[src/sv/owms_pkg.sv]
`timescale 1ns / 1ps

package owms_pkg;

    localparam int unsigned READ_TAIL_US_DEF = 50;

    localparam int unsigned CFG_INDEX_W = 4;
    localparam int unsigned CFG_DATA_W  = 10;

    localparam logic [9:0] RESET_LOW_US_RST       = 10'd480;
    localparam logic [9:0] PRESENCE_SAMPLE_US_RST = 10'd70;
    localparam logic [9:0] RESET_TAIL_US_RST      = 10'd460;
    localparam logic [7:0] WRITE_ONE_LOW_US_RST   = 8'd5;
    localparam logic [7:0] WRITE_ZERO_LOW_US_RST  = 8'd55;
    localparam logic [7:0] WRITE_SLOT_US_RST      = 8'd60;
    localparam logic [7:0] READ_LOW_US_RST        = 8'd1;
    localparam logic [7:0] READ_SAMPLE_US_RST     = 8'd10;

    typedef enum logic [1:0] {
        OP_TICK  = 2'd0,
        OP_RESET = 2'd1,
        OP_WRITE = 2'd2,
        OP_READ  = 2'd3
    } op_t;

    typedef enum logic [1:0] {
        SEQ_NONE  = 2'd0,
        SEQ_RESET = 2'd1,
        SEQ_WRITE = 2'd2,
        SEQ_READ  = 2'd3
    } seq_t;

    typedef enum logic [CFG_INDEX_W-1:0] {
        CFG_RESET_LOW       = 4'd0,
        CFG_PRESENCE_SAMPLE = 4'd1,
        CFG_RESET_TAIL      = 4'd2,
        CFG_WRITE_ONE_LOW   = 4'd3,
        CFG_WRITE_ZERO_LOW  = 4'd4,
        CFG_WRITE_SLOT      = 4'd5,
        CFG_READ_LOW        = 4'd6,
        CFG_READ_SAMPLE     = 4'd7
    } cfg_idx_t;

    typedef struct packed {
        logic [9:0] reset_low_us;
        logic [9:0] presence_sample_us;
        logic [9:0] reset_tail_us;
        logic [7:0] write_one_low_us;
        logic [7:0] write_zero_low_us;
        logic [7:0] write_slot_us;
        logic [7:0] read_low_us;
        logic [7:0] read_sample_us;
    } cfg_t;

    typedef struct packed {
        op_t        operation;
        logic [7:0] write_data;
        logic       line_level;
    } in_item_t;

    typedef struct packed {
        logic       drive_low;
        logic       busy_res;
        logic       done_res;
        logic       presence;
        logic [7:0] read_data;
        logic       command_ignored;
    } out_item_t;

endpackage

[src/sv/owms_cfg_regs.sv]
`timescale 1ns / 1ps

module owms_cfg_regs (
    input  logic                               aclk,
    input  logic                               aresetn,
    input  logic                               cfg_valid,
    output logic                               cfg_ready,
    input  logic [owms_pkg::CFG_INDEX_W-1:0]   cfg_index,
    input  logic [owms_pkg::CFG_DATA_W-1:0]    cfg_data,
    output owms_pkg::cfg_t                     cfg
);

    owms_pkg::cfg_t cfg_reg;
    owms_pkg::cfg_t cfg_next;

    assign cfg_ready = 1'b1;
    assign cfg       = cfg_reg;

    always_comb begin
        cfg_next = cfg_reg;
        if (cfg_valid) begin
            unique case (owms_pkg::cfg_idx_t'(cfg_index))
                owms_pkg::CFG_RESET_LOW:       cfg_next.reset_low_us       = cfg_data;
                owms_pkg::CFG_PRESENCE_SAMPLE: cfg_next.presence_sample_us = cfg_data;
                owms_pkg::CFG_RESET_TAIL:      cfg_next.reset_tail_us      = cfg_data;
                owms_pkg::CFG_WRITE_ONE_LOW:   cfg_next.write_one_low_us   = cfg_data[7:0];
                owms_pkg::CFG_WRITE_ZERO_LOW:  cfg_next.write_zero_low_us  = cfg_data[7:0];
                owms_pkg::CFG_WRITE_SLOT:      cfg_next.write_slot_us      = cfg_data[7:0];
                owms_pkg::CFG_READ_LOW:        cfg_next.read_low_us        = cfg_data[7:0];
                owms_pkg::CFG_READ_SAMPLE:     cfg_next.read_sample_us     = cfg_data[7:0];
                default: ;
            endcase
        end
    end

    always_ff @(posedge aclk) begin
        if (!aresetn) begin
            cfg_reg.reset_low_us       <= owms_pkg::RESET_LOW_US_RST;
            cfg_reg.presence_sample_us <= owms_pkg::PRESENCE_SAMPLE_US_RST;
            cfg_reg.reset_tail_us      <= owms_pkg::RESET_TAIL_US_RST;
            cfg_reg.write_one_low_us   <= owms_pkg::WRITE_ONE_LOW_US_RST;
            cfg_reg.write_zero_low_us  <= owms_pkg::WRITE_ZERO_LOW_US_RST;
            cfg_reg.write_slot_us      <= owms_pkg::WRITE_SLOT_US_RST;
            cfg_reg.read_low_us        <= owms_pkg::READ_LOW_US_RST;
            cfg_reg.read_sample_us     <= owms_pkg::READ_SAMPLE_US_RST;
        end else begin
            cfg_reg <= cfg_next;
        end
    end

endmodule

[src/sv/owms_slot_core.sv]
`timescale 1ns / 1ps

module owms_slot_core #(
    parameter int unsigned READ_TAIL_US = owms_pkg::READ_TAIL_US_DEF
) (
    input  logic                aclk,
    input  logic                aresetn,
    input  logic                step,
    input  owms_pkg::in_item_t  item,
    input  owms_pkg::cfg_t      cfg,
    output owms_pkg::out_item_t res
);

    typedef enum logic [1:0] {
        PH_IDLE   = 2'd0,
        PH_LOW    = 2'd1,
        PH_SAMPLE = 2'd2,
        PH_TAIL   = 2'd3
    } phase_t;

    phase_t              phase_reg, phase_next;
    owms_pkg::seq_t      seq_reg, seq_next;
    logic [9:0]          cnt_reg, cnt_next;
    logic [3:0]          bits_reg, bits_next;
    logic [7:0]          shift_reg, shift_next;
    logic                presence_reg, presence_next;
    logic [7:0]          rbyte_reg, rbyte_next;
    owms_pkg::out_item_t res_reg, res_next;

    logic [7:0] wr_low;
    logic [7:0] wr_tail;
    logic [9:0] dur;
    logic [9:0] cnt_inc;
    logic       done;
    logic       ignored;

    assign res = res_reg;

    always_comb begin
        phase_next    = phase_reg;
        seq_next      = seq_reg;
        cnt_next      = cnt_reg;
        bits_next     = bits_reg;
        shift_next    = shift_reg;
        presence_next = presence_reg;
        rbyte_next    = rbyte_reg;
        done          = 1'b0;
        ignored       = 1'b0;

        wr_low  = shift_reg[0] ? cfg.write_one_low_us : cfg.write_zero_low_us;
        wr_tail = (cfg.write_slot_us > wr_low) ? (cfg.write_slot_us - wr_low) : 8'd0;
        cnt_inc = cnt_reg + 10'd1;

        case (seq_reg)
            owms_pkg::SEQ_RESET: begin
                if (phase_reg == PH_LOW) begin
                    dur = cfg.reset_low_us;
                end else if (phase_reg == PH_SAMPLE) begin
                    dur = cfg.presence_sample_us;
                end else begin
                    dur = cfg.reset_tail_us;
                end
            end
            owms_pkg::SEQ_WRITE: begin
                dur = (phase_reg == PH_LOW) ? {2'b00, wr_low} : {2'b00, wr_tail};
            end
            default: begin
                if (phase_reg == PH_LOW) begin
                    dur = {2'b00, cfg.read_low_us};
                end else if (phase_reg == PH_SAMPLE) begin
                    dur = {2'b00, cfg.read_sample_us};
                end else begin
                    dur = {2'b00, 8'(READ_TAIL_US)};
                end
            end
        endcase

        if (item.operation == owms_pkg::OP_TICK) begin
            if (phase_reg != PH_IDLE) begin
                cnt_next = cnt_inc;
                if (cnt_inc >= dur || dur == 10'd0) begin
                    cnt_next = 10'd0;
                    unique case (phase_reg)
                        PH_LOW: begin
                            phase_next = (seq_reg == owms_pkg::SEQ_WRITE) ? PH_TAIL : PH_SAMPLE;
                        end
                        PH_SAMPLE: begin
                            if (seq_reg == owms_pkg::SEQ_RESET) begin
                                presence_next = ~item.line_level;
                            end else begin
                                shift_next = {item.line_level, shift_reg[7:1]};
                            end
                            phase_next = PH_TAIL;
                        end
                        PH_TAIL: begin
                            if (seq_reg == owms_pkg::SEQ_RESET) begin
                                phase_next = PH_IDLE;
                                seq_next   = owms_pkg::SEQ_NONE;
                                done       = 1'b1;
                            end else begin
                                if (seq_reg == owms_pkg::SEQ_WRITE) begin
                                    shift_next = {1'b0, shift_reg[7:1]};
                                end
                                bits_next = bits_reg - 4'd1;
                                if (bits_next != 4'd0) begin
                                    phase_next = PH_LOW;
                                end else begin
                                    if (seq_reg == owms_pkg::SEQ_READ) begin
                                        rbyte_next = shift_reg;
                                    end
                                    phase_next = PH_IDLE;
                                    seq_next   = owms_pkg::SEQ_NONE;
                                    done       = 1'b1;
                                end
                            end
                        end
                        default: ;
                    endcase
                end
            end
        end else if (phase_reg != PH_IDLE) begin
            ignored = 1'b1;
        end else begin
            seq_next   = owms_pkg::seq_t'(item.operation);
            phase_next = PH_LOW;
            cnt_next   = 10'd0;
            if (item.operation == owms_pkg::OP_WRITE) begin
                shift_next = item.write_data;
                bits_next  = 4'd8;
            end else if (item.operation == owms_pkg::OP_READ) begin
                shift_next = 8'd0;
                bits_next  = 4'd8;
            end else begin
                bits_next  = 4'd0;
            end
        end

        res_next.drive_low       = (phase_next == PH_LOW);
        res_next.busy_res        = (phase_next != PH_IDLE);
        res_next.done_res        = done;
        res_next.presence        = presence_next;
        res_next.read_data       = rbyte_next;
        res_next.command_ignored = ignored;
    end

    always_ff @(posedge aclk) begin
        if (!aresetn) begin
            phase_reg    <= PH_IDLE;
            seq_reg      <= owms_pkg::SEQ_NONE;
            cnt_reg      <= 10'd0;
            bits_reg     <= 4'd0;
            shift_reg    <= 8'd0;
            presence_reg <= 1'b0;
            rbyte_reg    <= 8'd0;
        end else if (step) begin
            phase_reg    <= phase_next;
            seq_reg      <= seq_next;
            cnt_reg      <= cnt_next;
            bits_reg     <= bits_next;
            shift_reg    <= shift_next;
            presence_reg <= presence_next;
            rbyte_reg    <= rbyte_next;
        end
    end

    always_ff @(posedge aclk) begin
        if (step) begin
            res_reg <= res_next;
        end
    end

    a_idle_no_seq: assert property (@(posedge aclk) disable iff (!aresetn)
        (phase_reg == PH_IDLE) == (seq_reg == owms_pkg::SEQ_NONE))
        else $error("phase and sequence disagree");

    a_reset_no_bits: assert property (@(posedge aclk) disable iff (!aresetn)
        (seq_reg == owms_pkg::SEQ_RESET) |-> (bits_reg == 4'd0))
        else $error("bit count set during reset sequence");

    a_byte_bits: assert property (@(posedge aclk) disable iff (!aresetn)
        (seq_reg == owms_pkg::SEQ_WRITE || seq_reg == owms_pkg::SEQ_READ)
        |-> (bits_reg != 4'd0 && bits_reg <= 4'd8))
        else $error("bit count out of range during byte sequence");

    a_done_idle: assert property (@(posedge aclk) disable iff (!aresetn)
        (step && done) |=> (phase_reg == PH_IDLE))
        else $error("sequence finished but engine not idle");

    a_ignore_hold: assert property (@(posedge aclk) disable iff (!aresetn)
        (step && ignored) |=> ($stable(phase_reg) && $stable(seq_reg) && $stable(cnt_reg)))
        else $error("dropped command changed state");

endmodule

[src/sv/onewire_master_slot_engine.sv]
`timescale 1ns / 1ps
// 1-Wire master slot engine: reset/presence, write byte, read byte.
// An accepted word is held in the input register, then its result is registered.
// Throughput: one word per cycle unless m_ready stalls; one state pass per word.
// Reset: aresetn (synchronous, active low) idles the engine, clears presence and
// read byte, and loads the default timing registers.
module onewire_master_slot_engine #(
    parameter int unsigned READ_TAIL_US = owms_pkg::READ_TAIL_US_DEF
) (
    input  logic                              aclk,
    input  logic                              aresetn,
    input  logic                              s_valid,
    output logic                              s_ready,
    input  owms_pkg::in_item_t                s_data,
    output logic                              m_valid,
    input  logic                              m_ready,
    output owms_pkg::out_item_t               m_data,
    input  logic                              cfg_valid,
    output logic                              cfg_ready,
    input  logic [owms_pkg::CFG_INDEX_W-1:0]  cfg_index,
    input  logic [owms_pkg::CFG_DATA_W-1:0]   cfg_data
);

    logic               in_valid_reg, in_valid_next;
    owms_pkg::in_item_t in_item_reg;
    logic               out_valid_reg, out_valid_next;
    logic               step;
    owms_pkg::cfg_t     cfg;

    assign step    = in_valid_reg && (!out_valid_reg || m_ready);
    assign s_ready = !in_valid_reg || step;
    assign m_valid = out_valid_reg;

    always_comb begin
        if (s_valid && s_ready) begin
            in_valid_next = 1'b1;
        end else if (step) begin
            in_valid_next = 1'b0;
        end else begin
            in_valid_next = in_valid_reg;
        end

        if (step) begin
            out_valid_next = 1'b1;
        end else if (m_ready) begin
            out_valid_next = 1'b0;
        end else begin
            out_valid_next = out_valid_reg;
        end
    end

    always_ff @(posedge aclk) begin
        if (!aresetn) begin
            in_valid_reg  <= 1'b0;
            out_valid_reg <= 1'b0;
        end else begin
            in_valid_reg  <= in_valid_next;
            out_valid_reg <= out_valid_next;
        end
    end

    always_ff @(posedge aclk) begin
        if (s_valid && s_ready) begin
            in_item_reg <= s_data;
        end
    end

    owms_cfg_regs u_cfg (
        .aclk      (aclk),
        .aresetn   (aresetn),
        .cfg_valid (cfg_valid),
        .cfg_ready (cfg_ready),
        .cfg_index (cfg_index),
        .cfg_data  (cfg_data),
        .cfg       (cfg)
    );

    owms_slot_core #(
        .READ_TAIL_US (READ_TAIL_US)
    ) u_core (
        .aclk    (aclk),
        .aresetn (aresetn),
        .step    (step),
        .item    (in_item_reg),
        .cfg     (cfg),
        .res     (m_data)
    );

endmodule
[config.mk]
export PLATFORM = sky130hd
export DESIGN_NAME = onewire_master_slot_engine
export DESIGN_NICKNAME = d
export VERILOG_FILES = /design/src/sv/owms_pkg.sv /design/src/sv/owms_cfg_regs.sv /design/src/sv/owms_slot_core.sv /design/src/sv/onewire_master_slot_engine.sv
export SDC_FILE = /design/constraint.sdc
export NUM_CORES = 1
export LEC_CHECK = 0
export ABC_AREA = 0
export BUFFER_PORTS_ARGS = -buffer_cell sky130_fd_sc_hd__buf_2
export CAP_MARGIN = 20
export CORE_MARGIN = 3
export CORE_UTILIZATION = 40
export DETAILED_ROUTE_END_ITERATION = 12
export GPL_TIMING_DRIVEN = 0
export PLACE_DENSITY = 0.68
export SYNTH_ARGS = -nofsm -noshare
export SYNTH_HDL_FRONTEND = slang
export SYNTH_SLANG_ARGS = --single-unit
[constraint.sdc]
create_clock -name aclk -period 10.2 [get_ports aclk]
set_clock_uncertainty 0.15 [all_clocks]
set_input_delay 0.51 -clock aclk [delete_from_list [all_inputs] [get_ports aclk]]
set_output_delay 0.51 -clock aclk [all_outputs]
set_load 0.01 [all_outputs]
* Word level (Yosys, flattened, before mapping)
Index checks and enable logic that the tools add are counted.
Word-level totals: output and inout bits 16, bits in read-only memories 0, input bits 30, register bits after elaboration 131, latch bits 0, logic and storage cells 151, memories 0, bits in writable memories 0
Operators by class: $add $sub $neg 3, muxes and demuxes 64, $lt $le $gt $ge 2, multiply operators 0, bitwise gates (word level) 1, shift operators 0, equal/unequal tests 26, reduce and logical (&&, ||, !) cells 29, divide/modulo/power cells 0
Operator list (number):
- 8-bit two-way mux | 20
- 10-bit two-way mux | 7
- 4-bit two-way mux | 8
- 2-bit two-way mux | 12
- 10-bit case mux with 2 select lines | 1
- 4-bit by 3-bit equality test with 1-bit output (second input constant) | 4
- 8-bit case mux with 2 select lines | 1
- 2-bit AND reduction | 8
- 1-bit two-way mux | 14
- 2-bit equality test (second input constant) | 6
- 3-bit != test (second input constant) | 4
- 6-bit AND reduction | 2
- 10-bit by 1-bit adder with 10-bit output (second input constant) | 1
- 10-bit >= comparator | 1
- 10-bit zero test | 1
- 9-bit AND reduction | 1
- 4-bit by 2-bit equality test with 1-bit output (second input constant) | 2
- 8-bit greater-than comparator | 1
- 2-bit != test (second input constant) | 4
- 2-bit nonzero test | 4
- 8-bit subtractor | 1
- 2-bit by 1-bit equality test with 1-bit output (second input constant) | 3
- 2-bit case mux with 3 select lines | 1
- 4-bit by 1-bit equality test with 1-bit output (second input constant) | 1
- other kinds (13) | 17

* Depth between registers and ports, before layout
depth after elaboration 11, depth in mapped cells 20, gate-level depth less buffers 18

* Modules after synthesis
A second synthesis with hierarchy kept.
Unflattened totals: cell total of the unflattened synthesis 768, area total of the unflattened synthesis 7283.2 µm²
By module, submodules not included:
- owms_slot_core | instances 1, area an instance 4055.1 µm², cells each 462, sequential area each 1091.0 µm²
- owms_cfg_regs | instances 1, area an instance 2793.9 µm², cells each 286, sequential area each 1401.3 µm²
- onewire_master_slot_engine | instances 1, area an instance 434.2 µm², cells each 20, sequential area each 370.4 µm²

* Worst setup path before layout
Ideal clock, no wire load.
kind register to register, from reg u_core.shift_reg[0], to reg u_core.res_reg, in the netlist u_core.res[1] (data pin), data arrival time 4.425 ns, stages on the path, launching flop included 21, slack 5.365 ns, data required time 9.790 ns, clock period less this slack 4.835 ns, library setup time 0.260 ns, buffers on the path 2, cells stage by stage dfxtp_1 buf_4 mux2_2 ha_1 fa_1 nand2b_1 a21oi_1 a22o_2 a2bb2oi_1 inv_1 ha_1 nand2b_1 a21o_1 a21oi_1 o21ai_0 a2111o_1 a21o_1 or2_2 buf_4 nand3_2 mux2_2
Between the ends: longest elaborated chain between the ends 10, elaborated cells between the ends (all ways) 16, classes of those cells add/sub (1); order compare (2); mux (11); reduce/logical (2)
RTL lines:
- start, declared | line owms_slot_core.sv:25 | logic [7:0] shift_reg, shift_next;
- start signal, assigned | line owms_slot_core.sv:160 | shift_reg <= shift_next;
- 8-bit two-way mux | line owms_slot_core.sv:50 | wr_low = shift_reg[0] ? cfg.write_one_low_us : cfg.write_zero_low_us;
- 8-bit subtractor or 8-bit greater-than comparator (tied branches) | line owms_slot_core.sv:51 | wr_tail = (cfg.write_slot_us > wr_low) ? (cfg.write_slot_us - wr_low) : 8'd0;
- 8-bit two-way mux | line owms_slot_core.sv:51
- 8-bit two-way mux | line owms_slot_core.sv:65 | dur = (phase_reg == PH_LOW) ? {2'b00, wr_low} : {2'b00, wr_tail};
- 10-bit case mux with 2 select lines | line owms_slot_core.sv:54 | case (seq_reg)
- 10-bit >= comparator or 10-bit zero test (tied branches) | line owms_slot_core.sv:81 | if (cnt_inc >= dur || dur == 10'd0) begin
- 1-bit logical OR | line owms_slot_core.sv:81
- 8-bit two-way mux (*) | line owms_slot_core.sv:81
- 8-bit two-way mux (*) | line owms_slot_core.sv:79 | if (phase_reg != PH_IDLE) begin
- 8-bit two-way mux (*) | line owms_slot_core.sv:78 | if (item.operation == owms_pkg::OP_TICK) begin
- net u_core.rbyte_next[0] | line owms_slot_core.sv:27 | logic [7:0] rbyte_reg, rbyte_next;
- end signal, assigned | line owms_slot_core.sv:168 | res_reg <= res_next;
- end, declared | line owms_slot_core.sv:28 | owms_pkg::out_item_t res_reg, res_next;
The timed path passes the listed nets; every way through them passes the cells marked *. A chain may end at the register's enable or synchronous reset.

* Worst setup path in the final report
from reg u_core.shift_reg[0], to reg u_core.res_reg, in the netlist u_core.res[7] (data pin)
Between the ends: longest elaborated chain between the ends 10, elaborated cells between the ends (all ways) 12, classes of those cells add/sub (1); order compare (2); mux (7); reduce/logical (2)
RTL lines (line):
- 8-bit two-way mux (*) | owms_slot_core.sv:50
- 8-bit subtractor or 8-bit greater-than comparator (tied branches) | owms_slot_core.sv:51
- 8-bit two-way mux | owms_slot_core.sv:51
- 8-bit two-way mux (*) | owms_slot_core.sv:65
- 10-bit case mux with 2 select lines (*) | owms_slot_core.sv:54
- 10-bit >= comparator or 10-bit zero test (tied branches) | owms_slot_core.sv:81
- 1-bit logical OR (*) | owms_slot_core.sv:81
- 8-bit two-way mux (*) | owms_slot_core.sv:81
- 8-bit two-way mux (*) | owms_slot_core.sv:79
- 8-bit two-way mux (*) | owms_slot_core.sv:78
- net u_core.rbyte_next[6] | owms_slot_core.sv:27
Marks and branches as above.

==> results.md <==
* Largest net degree at the start of global routing at 20
* Synth Cell Area at 0.006907 mm2
* Via/cell ratio at 5.308
* Root Buffer: clkbuf_16
* Worst path bufs/invs at 2
* Flops & latches, synth at 131
* Critical Path Sink Type: flip-flop
* RSZ-0062 raised after global routing: false
* Row cnt at 47
* # IOs at 46
* Non-filler instance count after layout at 1027
* YS warnings at 0
* Cell total after placement at 995
* Max cap viols at 0
* Gr ovfl total at 0
* Router iterations before antenna repair at 5
* Final worst-path cycle share at 0.5559
* Post-DP HPWL at 12250 um
* Chip height at 137.4 um
* Pwr Density at 160.3 mW/mm2
* Syn Area/Cell at 9.333 um2
* Setup tns final at 0 ps
* WP data required at 10220 ps
* Layout cell share with drive strength beyond 1 at 0.1437
* Global Route Usage Sum at 0.1882
* Drt total wl at 17160 um
* Worst r2r src: u_core.shift_reg[0]
* Via count at 5451
* Placer Congestion at 0.8722
* Yosys cell types at 81
* Worst slew pin tran at 957.3 ps
* Delay of the slowest cell on the worst path at 450 ps
* FMAX at 176.4 MHz
* Most used DFF post-synth: dfxtp_1
* Kind of critical path: flip-flop to flip-flop
* I/O Buffers at 35
* Hold_sp: s_data[10]
* Diodes inserted at 0
* Leakage dissipation at 3.250 nW
* Run status: finished clean
* Net count after synthesis at 801
* Critical path's top delay family: compound AO/OA/AOI/OAI gates
* Initial Utilization at 0.4121
* Post-cts resize count at 0
* Count of final hold-check violations at 0
* Final min period at 5670 ps
* ANT nets after route at 0
* Nets at 855
* Num CTS Buffers at 17
* Max FFs per register at 70
* First-pass GRT wire length at 27410 um
* Final Cell Area at 0.007948 mm2
* Post-synth ARST share at 0
* DRC at 0
* Reg clk slew, reported paths at 60 ps
* Top cells by area, synth: dfxtp_1, mux2i_1, edfxtp_1, ha_1, nand2_1
* Num Clock Sinks at 131
* CP Launch Point: u_core.shift_reg[0]
* Wire per inst at 16.70 um
* Post-synthesis sequential area ratio at 0.4145
* Post-CTS Setup Inserts at 0
* Worst Setup Start Kind: flip-flop
* P&R area growth vs syn at 15.07%
* Core ar. at 0.01676 mm2
* Clock Latency Late Sink at 420 ps
* Clock Path Buffers at 2
* Area leader, netlist: dfxtp_1
* CTS Hold Bufs at 0
* Initial antenna violation count at 0
* Max Slew Vio Count at 0
* Vias in the first global route at 5131
* Crit-path slowest cell: a2111o_1
* Setup Viol. Count Final at 0
* DIE WIDTH at 137.4 um
* Largest fanout on the critical path at 10
* Arrival time worst endpoint at 5690 ps
* HP Class: input pin to flip-flop
* EDFF count, synth at 24
* Slew headroom at 0.3595
* CP cell instances: buf_4 > mux2_2 > ha_1 > fa_1 > nand2b_1 > a21oi_1 > a22oi_1 > nor3_1 > o21bai_1 > ha_1 > a21o_1 > a21oi_1 > o21ai_0 > a2111o_1 > a21o_1 > or2_2 > buf_4 > nand3_2 > mux2_2
* DP Area at 0.007357 mm2
* Most common cell in the synthesized netlist: dfxtp_1
* Peak VDD IR at 0.0001187 V
* Die area at 0.01888 mm2
* CTS tree: yes
* Commonest cells in the netlist: dfxtp_1, nand2_1, mux2i_1
* DR iter-0 viols at 368
* Post-Synthesis Cells at 740
* Top cell type's share of synthesized area at 0.3101
* CTS H-tree lvls at 4
[kinds of logic (layout without fill, tap and decap cells)]
group	count (synthesis)	count (layout)	share of synthesized area
simple gates	261	261	0.1812
other cells	1	1	0.0005430
xor+xnor	14	14	0.01775
mux	97	97	0.1438
flops	131	131	0.4145
fa+ha+maj	31	31	0.05725
buf+inv	67	134	0.04547
compound gates	138	138	0.1395
[through the flow]
| stage | util | hold slack, ps | setup WS [ps] | power (mW) |
|---|---|---|---|---|
| finish | 0.4742 | 113.5 | 4530 | 1.274 |
| global route | 0.4742 | 100.6 | 4332 | 1.316 |
| CTS | 0.4742 | 103.8 | 4559 | 1.280 |
| detailed placement | 0.4390 | 293.7 | 4582 | 0.6689 |
| global placement | 0.4390 | 287.6 | 4644 | 0.6683 |
| floorplan | - | 278.6 | 5365 | 0.6330 |
[layout make-up]
type | count | area, um2
clock inverters | 14 | 161.4
multi-input cells | 542 | 3730
flip-flops and latches | 131 | 2863
repair buffers | 35 | 175.2
well taps | 220 | 275.3
plain buffers | 45 | 231.5
inverters | 22 | 82.58
fillers | 1556 | 8812
clock buffers | 18 | 429.2
[final timing paths]
check                                  endpoint  slack (ps)  depth (start not counted)
worst max register to register    u_core.res[7]        4530                         19
worst min-delay path            in_item_reg[10]         110                          1
worst max-delay path              u_core.res[7]        4530                         19
worst min register to register    u_cfg.cfg[61]         300                          2
[layer usage]
layer | vias to the layer above | part of all wire | GRT usage
li1 | 2730 | - | -
met1 | 2560 | 0.48 | 0.2601
met2 | 142 | 0.46 | 0.2956
met3 | 19 | 0.051 | 0.04310
met4 | 0 | 0.016 | 0.05211
met5 | - | 0 | 0
[cell usage in the layout (no fill, tap or decap), types with 3 or more instances in the layout]
cell type  synthesis  routed
o21a_1             6       6
dfxtp_1          107     107
clkinv_4           0       3
xnor2_1            8       8
buf_1              3       3
and3b_1            5       5
mux2_2            18      18
nor2_1            78      78
buf_4              3       3
clkbuf_8           3       3
nand4_1            3       3
nand3_1           24      24
nor2b_1            5       5
edfxtp_1          24      24
clkinv_1           1       4
inv_1             21      21
and2_1             4       4
mux2i_1           79      79
buf_2              6      41
and3_1             5       5
bufinv_16          0       3
xor2_1             6       6
nor3b_1            6       6
a21o_1             6       6
a22o_1             9       9
nand2b_1          16      16
nand3b_1           4       4
a211oi_1           5       5
nor3_1            10      10
o21ai_0           22      22
or4_1              3       3
o211ai_1          12      12
ha_1              30      30
clkbuf_16          0      17
a21oi_1           44      44
clkbuf_1          27      28
nand2_1           83      83
[power breakdown]
part	leakage, nW	total, mW	internal, mW	switching (mW)
clock	0.283	0.615	0.382	0.233
sequential	1.10	0.543	0.538	0.00582
combinational	1.87	0.116	0.0424	0.0732
No activity file was read; power rests on OpenSTA's default activity.
